<file path="config.mk">
export PLATFORM = sky130hd
export DESIGN_NAME = three_pole_resonant_highpass
export DESIGN_NICKNAME = d
export VERILOG_FILES = /design/src/hw/rtl/tprh_pkg.sv /design/src/hw/rtl/tprh_mul.sv /design/src/hw/rtl/three_pole_resonant_highpass.sv
export SDC_FILE = /design/constraint.sdc
export NUM_CORES = 2
export LEC_CHECK = 0
export ABC_AREA = 1
export BUFFER_PORTS_ARGS = -buffer_cell sky130_fd_sc_hd__buf_2
export CORE_MARGIN = 2
export CORE_UTILIZATION = 58
export CTS_CLUSTER_SIZE = 8
export DETAILED_ROUTE_END_ITERATION = 16
export HOLD_SLACK_MARGIN = 0.1
export PLACE_DENSITY = 0.84
export SETUP_SLACK_MARGIN = 0.2
export SYNTH_ARGS = -nofsm -noshare
export SYNTH_HDL_FRONTEND = slang
export SYNTH_SLANG_ARGS = --single-unit
</file>
<file path="constraint.sdc">
create_clock -name clk -period 10.35 [get_ports clk]
set_input_delay 3.105 -clock clk [delete_from_list [all_inputs] [get_ports clk]]
set_output_delay 3.105 -clock clk [all_outputs]
set_load 0.02 [all_outputs]
</file>
<file path="src/hw/rtl/tprh_pkg.sv">
// ----------------------------------------------------------------------------
// tprh_pkg
// Shared widths, register indexes, sequencer states and saturation helpers
// for the three-pole resonant highpass filter.
// ----------------------------------------------------------------------------
package tprh_pkg;

	localparam int SAMPLE_W    = 16;
	localparam int STAGE_W     = 24;
	localparam int COEFF_W     = 16;
	localparam int CFG_INDEX_W = 2;
	localparam int OPND_W      = 32;
	localparam int PROD_W      = 49;

	localparam logic [CFG_INDEX_W-1:0] REG_CUTOFF   = 2'd0;
	localparam logic [CFG_INDEX_W-1:0] REG_FEEDBACK = 2'd1;

	localparam logic [COEFF_W-1:0] CUTOFF_RESET   = 16'd65470;
	localparam logic [COEFF_W-1:0] FEEDBACK_RESET = 16'd0;

	typedef enum logic [3:0] {
		ST_IDLE,
		ST_FB_MUL,
		ST_S1_DIF,
		ST_S1_MUL,
		ST_S1_UPD,
		ST_S2_MUL,
		ST_S2_UPD,
		ST_S3_MUL,
		ST_S3_UPD,
		ST_DONE
	} seq_state_t;

	typedef struct packed {
		logic en;
		logic sel_fb;
	} mul_ctrl_t;

	function automatic logic signed [23:0] sat24(input logic signed [33:0] v);
		if (v > 34'sd8388607) begin
			return 24'sh7FFFFF;
		end else if (v < -34'sd8388608) begin
			return 24'sh800000;
		end
		return v[23:0];
	endfunction

	function automatic logic signed [15:0] sat16(input logic signed [16:0] v);
		if (v > 17'sd32767) begin
			return 16'sh7FFF;
		end else if (v < -17'sd32768) begin
			return 16'sh8000;
		end
		return v[15:0];
	endfunction

endpackage

</file>
<file path="src/hw/rtl/tprh_mul.sv">
// ----------------------------------------------------------------------------
// tprh_mul
// Shared multiplier: unsigned 16-bit coefficient times signed 32-bit operand,
// product registered.
// ----------------------------------------------------------------------------
module tprh_mul (
	input  logic                                 clk,
	input  tprh_pkg::mul_ctrl_t                  ctrl,
	input  logic [tprh_pkg::COEFF_W-1:0]         cutoff,
	input  logic [tprh_pkg::COEFF_W-1:0]         feedback,
	input  logic signed [tprh_pkg::OPND_W-1:0]   opnd,
	output logic signed [tprh_pkg::PROD_W-1:0]   prod_q
);

	logic signed [tprh_pkg::COEFF_W:0]   coeff;
	logic signed [tprh_pkg::PROD_W-1:0]  prod;

	assign coeff = ctrl.sel_fb ? $signed({1'b0, feedback}) : $signed({1'b0, cutoff});
	assign prod  = coeff * opnd;

	always_ff @(posedge clk) begin
		if (ctrl.en) begin
			prod_q <= prod;
		end
	end

endmodule

</file>
<file path="src/hw/rtl/three_pole_resonant_highpass.sv">
// ----------------------------------------------------------------------------
// three_pole_resonant_highpass
// Three cascaded one-pole smoothing stages with resonance feedback into the
// first stage; output is input minus the third stage, saturated to 16 bits.
//
//   channel  signals                              direction
//   input    in_valid/in_ready, sample_in,        in
//            clear_stages
//   output   out_valid/out_ready, sample_out      out
//   config   cfg_we, cfg_index, cfg_data          in
//
// A request passes through the accept step, four products through the
// one shared multiplier each followed by its update step, and one output step.
// in_ready is high only while the sequencer is idle. A result waits in the
// output register; the next request is accepted while it waits. Reset clears
// the stages and loads the register reset values.
// ----------------------------------------------------------------------------
module three_pole_resonant_highpass (
	input  logic                                   clk,
	input  logic                                   arst_n,
	input  logic                                   in_valid,
	output logic                                   in_ready,
	input  logic signed [tprh_pkg::SAMPLE_W-1:0]   sample_in,
	input  logic                                   clear_stages,
	output logic                                   out_valid,
	input  logic                                   out_ready,
	output logic signed [tprh_pkg::SAMPLE_W-1:0]   sample_out,
	input  logic                                   cfg_we,
	input  logic [tprh_pkg::CFG_INDEX_W-1:0]       cfg_index,
	input  logic [tprh_pkg::COEFF_W-1:0]           cfg_data
);

	tprh_pkg::seq_state_t state_q, state_d;
	tprh_pkg::mul_ctrl_t  mul_ctrl;

	logic [tprh_pkg::COEFF_W-1:0]         cutoff_q, feedback_q;
	logic signed [tprh_pkg::STAGE_W-1:0]  x_q, s1_q, s2_q, s3_q;
	logic signed [tprh_pkg::OPND_W-1:0]   diff_q, opnd;
	logic signed [tprh_pkg::PROD_W-1:0]   prod_q;
	logic signed [tprh_pkg::SAMPLE_W-1:0] out_q;
	logic                                 out_valid_q;

	logic signed [24:0] d12, d23, y25;
	logic signed [37:0] diff0;
	logic signed [23:0] stage_sel, stage_new;
	logic signed [33:0] upd_sum;
	logic               accept, load_out;

	assign accept   = in_valid && in_ready;
	assign load_out = (state_q == tprh_pkg::ST_DONE) && (!out_valid_q || out_ready);

	assign d12   = $signed({s1_q[23], s1_q}) - $signed({s2_q[23], s2_q});
	assign d23   = $signed({s2_q[23], s2_q}) - $signed({s3_q[23], s3_q});
	assign diff0 = $signed({{14{x_q[23]}}, x_q}) - $signed({{14{s1_q[23]}}, s1_q})
	             + $signed({prod_q[48], prod_q[48:12]});
	assign y25   = $signed({x_q[23], x_q}) - $signed({s3_q[23], s3_q});

	// next state
	always_comb begin
		state_d = state_q;
		case (state_q)
			tprh_pkg::ST_IDLE:   if (in_valid) state_d = tprh_pkg::ST_FB_MUL;
			tprh_pkg::ST_FB_MUL: state_d = tprh_pkg::ST_S1_DIF;
			tprh_pkg::ST_S1_DIF: state_d = tprh_pkg::ST_S1_MUL;
			tprh_pkg::ST_S1_MUL: state_d = tprh_pkg::ST_S1_UPD;
			tprh_pkg::ST_S1_UPD: state_d = tprh_pkg::ST_S2_MUL;
			tprh_pkg::ST_S2_MUL: state_d = tprh_pkg::ST_S2_UPD;
			tprh_pkg::ST_S2_UPD: state_d = tprh_pkg::ST_S3_MUL;
			tprh_pkg::ST_S3_MUL: state_d = tprh_pkg::ST_S3_UPD;
			tprh_pkg::ST_S3_UPD: state_d = tprh_pkg::ST_DONE;
			tprh_pkg::ST_DONE:   if (load_out) state_d = tprh_pkg::ST_IDLE;
			default:             state_d = tprh_pkg::ST_IDLE;
		endcase
	end

	// sequencer outputs
	always_comb begin
		in_ready        = 1'b0;
		mul_ctrl.en     = 1'b0;
		mul_ctrl.sel_fb = 1'b0;
		opnd            = diff_q;
		stage_sel       = s1_q;
		case (state_q)
			tprh_pkg::ST_IDLE: in_ready = 1'b1;
			tprh_pkg::ST_FB_MUL: begin
				mul_ctrl.en     = 1'b1;
				mul_ctrl.sel_fb = 1'b1;
				opnd            = {{7{d12[24]}}, d12};
			end
			tprh_pkg::ST_S1_MUL: mul_ctrl.en = 1'b1;
			tprh_pkg::ST_S2_MUL: begin
				mul_ctrl.en = 1'b1;
				opnd        = {{7{d12[24]}}, d12};
			end
			tprh_pkg::ST_S2_UPD: stage_sel = s2_q;
			tprh_pkg::ST_S3_MUL: begin
				mul_ctrl.en = 1'b1;
				opnd        = {{7{d23[24]}}, d23};
			end
			tprh_pkg::ST_S3_UPD: stage_sel = s3_q;
			default: ;
		endcase
	end

	assign upd_sum   = $signed({{10{stage_sel[23]}}, stage_sel})
	                 + $signed({prod_q[48], prod_q[48:16]});
	assign stage_new = tprh_pkg::sat24(upd_sum);

	tprh_mul u_mul (
		.clk      (clk),
		.ctrl     (mul_ctrl),
		.cutoff   (cutoff_q),
		.feedback (feedback_q),
		.opnd     (opnd),
		.prod_q   (prod_q)
	);

	always_ff @(posedge clk or negedge arst_n) begin
		if (!arst_n) begin
			state_q <= tprh_pkg::ST_IDLE;
		end else begin
			state_q <= state_d;
		end
	end

	always_ff @(posedge clk or negedge arst_n) begin
		if (!arst_n) begin
			cutoff_q   <= tprh_pkg::CUTOFF_RESET;
			feedback_q <= tprh_pkg::FEEDBACK_RESET;
		end else if (cfg_we) begin
			case (cfg_index)
				tprh_pkg::REG_CUTOFF:   cutoff_q   <= cfg_data;
				tprh_pkg::REG_FEEDBACK: feedback_q <= cfg_data;
				default: ;
			endcase
		end
	end

	always_ff @(posedge clk or negedge arst_n) begin
		if (!arst_n) begin
			s1_q <= '0;
			s2_q <= '0;
			s3_q <= '0;
		end else if (accept && clear_stages) begin
			s1_q <= '0;
			s2_q <= '0;
			s3_q <= '0;
		end else begin
			case (state_q)
				tprh_pkg::ST_S1_UPD: s1_q <= stage_new;
				tprh_pkg::ST_S2_UPD: s2_q <= stage_new;
				tprh_pkg::ST_S3_UPD: s3_q <= stage_new;
				default: ;
			endcase
		end
	end

	always_ff @(posedge clk) begin
		if (accept) begin
			x_q <= {sample_in, 8'h00};
		end
		if (state_q == tprh_pkg::ST_S1_DIF) begin
			diff_q <= diff0[31:0];
		end
		if (load_out) begin
			out_q <= tprh_pkg::sat16(y25[24:8]);
		end
	end

	always_ff @(posedge clk or negedge arst_n) begin
		if (!arst_n) begin
			out_valid_q <= 1'b0;
		end else if (load_out) begin
			out_valid_q <= 1'b1;
		end else if (out_ready) begin
			out_valid_q <= 1'b0;
		end
	end

	assign out_valid  = out_valid_q;
	assign sample_out = out_q;

	a_accept_starts: assert property (@(posedge clk) disable iff (!arst_n)
		accept |=> state_q == tprh_pkg::ST_FB_MUL)
		else $error("accepted request did not start the sequence");

	a_clear_zeroes: assert property (@(posedge clk) disable iff (!arst_n)
		accept && clear_stages |=> s1_q == '0 && s2_q == '0 && s3_q == '0)
		else $error("clear did not zero the stages");

	a_done_delivers: assert property (@(posedge clk) disable iff (!arst_n)
		load_out |=> out_valid_q && state_q == tprh_pkg::ST_IDLE)
		else $error("finished result not presented");

	a_busy_not_ready: assert property (@(posedge clk) disable iff (!arst_n)
		state_q != tprh_pkg::ST_IDLE |-> !in_ready)
		else $error("ready while sequence in progress");

	a_out_hold: assert property (@(posedge clk) disable iff (!arst_n)
		out_valid && !out_ready |=> out_valid && $stable(sample_out))
		else $error("stalled result changed");

endmodule

</file>
### Word-level counts from Yosys, hierarchy flattened

Index checks and enable logic that the tools add are counted.

* ROM bits: 0
* bits in writable memories: 0
* latch bits: 0
* register bits: 222
* memories: 0
* input port bits: 40

* multiply operators: 1
* reductions and logical operators: 16
* shift-type cells: 0
* bitwise logic cells: 0
* divide/modulo/power cells: 0
* equality and inequality tests: 12
* multiplexer cells: 28
* order comparisons: 4
* add/subtract/negate cells: 6

Operators with widths (count)
* 24-bit 2-to-1 mux: 9
* 24-bit by 24-bit subtractor with 25-bit output: 4
* 16-bit 2-to-1 mux: 4
* 32-bit one-hot mux with 2 select lines: 1
* 17-bit by 32-bit multiplier with 49-bit output: 1
* 24-bit one-hot mux with 2 select lines: 1
* 4-bit one-hot mux with 10 select lines: 1
* 24-bit by 33-bit adder with 34-bit output: 1
* 34-bit by 24-bit > comparator with 1-bit output (second input constant): 1
* 34-bit by 24-bit < comparator with 1-bit output (second input constant): 1
* 25-bit by 32-bit adder with 32-bit output: 1
* 17-bit by 16-bit > comparator with 1-bit output (second input constant): 1
* 17-bit by 16-bit < comparator with 1-bit output (second input constant): 1
* 4-bit by 3-bit equality test with 1-bit output (second input constant): 4
* 1-bit 2-to-1 mux: 10
* 4-bit by 2-bit equality test with 1-bit output (second input constant): 2
* 4-bit equality test (second input constant): 2
* 4-bit 2-to-1 mux: 2
* 2-bit nonzero test: 4
* 2-bit AND reduction: 3
* 4-bit by 1-bit equality test with 1-bit output (second input constant): 1
* 4-bit logical NOT: 1
* 2-bit inequality test (second input constant): 2
* 4-bit OR reduction: 1
* 6 further kinds: 8

### Longest topological paths before layout

* depth after elaboration: 9
* depth in mapped cells: 41
* mapped depth without buffers: 40

### By module

From an unflattened synthesis, not the netlist that was laid out.

* cells, all modules: 4998
* area, all modules: 36817.8 µm²

By module, submodules not included
* tprh_mul: cells each 2705, sequential area each 1471.4 µm², instances 1, area an instance 21041.4 µm²
* three_pole_resonant_highpass: cells each 2293, sequential area each 4667.0 µm², instances 1, area an instance 15776.4 µm²

### Worst setup path before layout

Ideal clock, no wire load.

* kind: register to register
* start: register s1_q[0] (netlist name)
* end: register u_mul.prod_q[45] (netlist name), data pin
* period minus slack after synthesis: 7.429 ns
* setup slack: 2.921 ns
* setup time: 0.262 ns
* stages on the path, launching flop included: 38
* arrival: 7.167 ns
* path through: dfrtp_1 -> inv_1 -> ha_1 -> fa_1 -> inv_1 -> nand2_1 -> a21oi_1 -> a21oi_1 -> o21ai_1 -> a31oi_1 -> or2_0 -> nand3_1 -> nand3_1 -> nand2_1 -> inv_1 -> buf_2 -> nand2_1 -> fa_1 -> [2 not listed] -> fa_1 -> fa_1 -> fa_1 -> inv_1 -> fa_1 -> inv_1 -> ha_1 -> nand2_1 -> nor2_1 -> inv_1 -> nor3_1 -> and3_1 -> a21oi_1 -> inv_1 -> nand2_1 -> o21ai_0 -> a21oi_1 -> xor2_1

* word-level cells in the longest chain between the ends: 3

RTL lines
* start, declared: RTL line three_pole_resonant_highpass.sv:37 `logic signed [tprh_pkg::STAGE_W-1:0] x_q, s1_q, s2_q, s3_q;`
* start signal, assigned: RTL line three_pole_resonant_highpass.sv:150 `tprh_pkg::ST_S1_UPD: s1_q <= stage_new;`
* 24-bit by 24-bit subtractor with 25-bit output: RTL line three_pole_resonant_highpass.sv:52 `assign d12 = $signed({s1_q[23], s1_q}) - $signed({s2_q[23], s2_q});`
* 32-bit one-hot mux with 2 select lines: RTL line three_pole_resonant_highpass.sv:83 `case (state_q)`
* 17-bit by 32-bit multiplier with 49-bit output: RTL line tprh_mul.sv:19 `assign prod = coeff * opnd;`
* via u_mul.prod, one bit: RTL line tprh_mul.sv:16 `logic signed [tprh_pkg::PROD_W-1:0] prod;`
* end signal, assigned: RTL line tprh_mul.sv:23 `prod_q <= prod;`
* end, declared: RTL line tprh_mul.sv:12 `output logic signed [tprh_pkg::PROD_W-1:0] prod_q`

The timed path passes the listed nets, and every way through them passes these cells.
A chain may end at the register's enable or synchronous reset.

### Final worst setup path

* start: register s1_q[0] (netlist name)
* end: register u_mul.prod_q[41] (netlist name), data pin

The elaborated chain is that of the path after synthesis.

==> impl_metrics.toml <==
[clock_network]
cts.repair.resized = 0
tritoncts = "yes"
cts_buffer_depth = 3
ctsHtreeMaxLevel = 1
numCtsBuffers = 30
holdBufCountCts = 0
clk_latency_ns = 0.58
cts.clk_slew.worst_paths_ns = 0.06
postCtsSetupRepairBufs = 0
cts_root_buf = "clkbuf_16"
cts_num_sinks = 210

[logic_synthesis]
synth_most_common_cell = "inv_1"
syn_inst = 4581
netlist_area_sq_um = 35000
synth_edf_count = 101
synth_fp_nets = 5386
yosysWarnings = 0
synth_area_leaders = "fa_1 (29%), inv_1 (12%), nand2_1 (10%)"
avgSynthCellArea_sq_um = 7.64
synth_common_cells = "inv_1 (1086), nand2_1 (971), fa_1 (514), nor2_1 (381), nand3_1 (290)"
synth_top_area_frac = 0.294
synth_area_leader_cell = "fa_1"
synth-seq-cells = 210
synth_ff_type = "edfxtp_1"
ys_seq_area_frac = 0.165
ys_types = 53
synthArstFlopShare = 0.519

[critical_path]
crit_required_ns = 10.70
criticalPathCategory = "register to register"
max_stage_delay_ns = 0.55
crit_arrival_ns = 9.88
cp_max_fo = 11
critPathCaptureType = "register"
cp-start-kind = "register"
crit_slowest_cell = "o21ai_0"

[global_routing]
grt_max_degree = 79
grt_pass1_wl_mm = 168
grt_pass1_vias = 31400
grt_usage = 0.344
grt_overflow = 0
antenna_found_initial = 2

[drt]
wl_per_cell_um = 19.7
first_pass_iters = 7
vias = 31100
ant_nets = 0
first_iter_violations = 3556
wirelength_mm = 106
drc = 0
routed_via_density = 5.75

[timing]
relSlewSlack = 0.141
finalSetupViolCount = 0
worst_pin_slew_ns = 1.28
min_period_ns = 9.53
rsz0062_at_grt = "false"
fin_crit_sh = 0.921
fmax_mhz = 105
setup_tns_ns = 0
drv_slew = 0
hold_viol_final = 0
clock_skew_ns = 0.0193

[placed_design]
dp_hpwl_mm = 86.4
portBuffers = 57
place_congestion = 1.03

[die]
rows = 90
fp.dieH_um = 250
core_sq_um = 60000
top_level_ports = 58
die-area_sq_um = 62300
die_x_um = 250
start_util = 0.583

[cells_and_area]
syn_to_final_growth_pct = 5.76
layout-drive-gt1-share = 0.0500
final_nets = 5406
antennaDiodeCount = 0

[min_path]
hold_path.class = "register to register"

[status]
status = "complete, no violations"

[job]
cap_violations = 0
per-layer routing:
metal / wire, um / global-route usage
met1: 41000 / 0.462
met5: 26 / 0
met3: 12400 / 0.0793
met4: 5640 / 0.149
met2: 47100 / 0.536
kinds of logic after synthesis:
| family | Yosys count | share of synthesized area |
|---|---|---|
| AND/OR/NAND/NOR | 1763 | 0.208 |
| buffers and inverters | 1220 | 0.133 |
| adder cells (fa/ha/maj) | 765 | 0.384 |
| AO/OA/AOI/OAI | 506 | 0.0815 |
| flip-flops | 210 | 0.165 |
| XOR/XNOR | 117 | 0.0293 |
stage by stage:
step | instances | instance area [sq um] | worst slack [ns] | hold WS [ns] | utilization
2_1_floorplan | 4581 | 35000 | 2.92 | 0.448 | -
3_3_place_gp | 5351 | 36200 | 1.33 | 0.461 | 0.603
3_5_place_dp | 5351 | 36200 | 1.19 | 0.466 | 0.603
4_1_cts | 5404 | 37000 | 1.14 | 0.480 | 0.617
5_1_grt | 5404 | 37000 | 0.484 | 0.491 | 0.617
6_report | 5404 | 37000 | 0.821 | 0.480 | 0.617
flip-flops by register name, summed over array words and instances (netlist names), 24 cells and up:
signal	cells
u_mul.prod_q	37
diff_q	32
s1_q	24
s2_q	24
s3_q	24
final timing paths:
kind,startpoint,end,slack [ns],cells after the start
worst min-delay path,s3_q[7]$_DFFE_PN0P_,s3_q[7]$_DFFE_PN0P_,0.48,2
worst min register to register,s3_q[7]$_DFFE_PN0P_,s3_q[7]$_DFFE_PN0P_,0.48,2
worst max register to register,s1_q[0]$_DFFE_PN0P_,u_mul.prod_q[41]$_DFFE_PP_,0.82,34
worst max-delay path,s1_q[0]$_DFFE_PN0P_,u_mul.prod_q[41]$_DFFE_PP_,0.82,34
max in group asynchronous,arst_n,feedback_q[10]$_DFFE_PN0P_,6.43,2
min in group asynchronous,arst_n,state_q[2]$_DFFE_PN0P_,2.48,1
placed cells by master, fill, tap and decap left out, types with 5 or more instances in the layout:
cell,count
clkbuf_1,21
o211ai_1,7
clkinv_1,8
dfrtp_1,95
ha_1,251
dfstp_2,14
o21ai_0,152
xor2_1,67
xnor2_1,50
nand4_1,18
inv_1,1086
or2_2,36
nor2_1,380
buf_2,56
edfxtp_1,101
nand2_1,971
nand2_2,12
nand3_1,290
a21boi_0,6
clkbuf_16,31
fa_1,514
a31oi_1,19
and2_1,7
nor4_1,5
o21bai_1,15
buf_4,44
inv_2,14
o21ai_1,10
a211oi_1,5
o21ai_2,8
o221ai_1,26
a21o_1,8
nor3_1,25
o21a_1,13
a21oi_1,222
worst max-delay path: cells and delay by family, from the launching register on:
family                     cells  cell delay (ns)
DFF                            1             0.40
buffers and inverters          7             0.68
adders and majority gates      9             3.92
AOI/OAI and AO/OA              8             2.08
and+or+nand+nor                9             1.80
xor gates and xnor gates       1             0.36
cell type report:
class | instances | area, sq um
repair buffers | 100 | 611
clock inverters | 1 | 7.51
fillers | 5227 | 23000
multi-input cells | 3151 | 24600
clock buffers | 52 | 855
inverters | 1108 | 4160
flip-flops and latches | 210 | 5780
well taps | 782 | 978
Power is not shown: default switching activity piles up to over one toggle a cycle in this logic, so the estimate is an artifact.
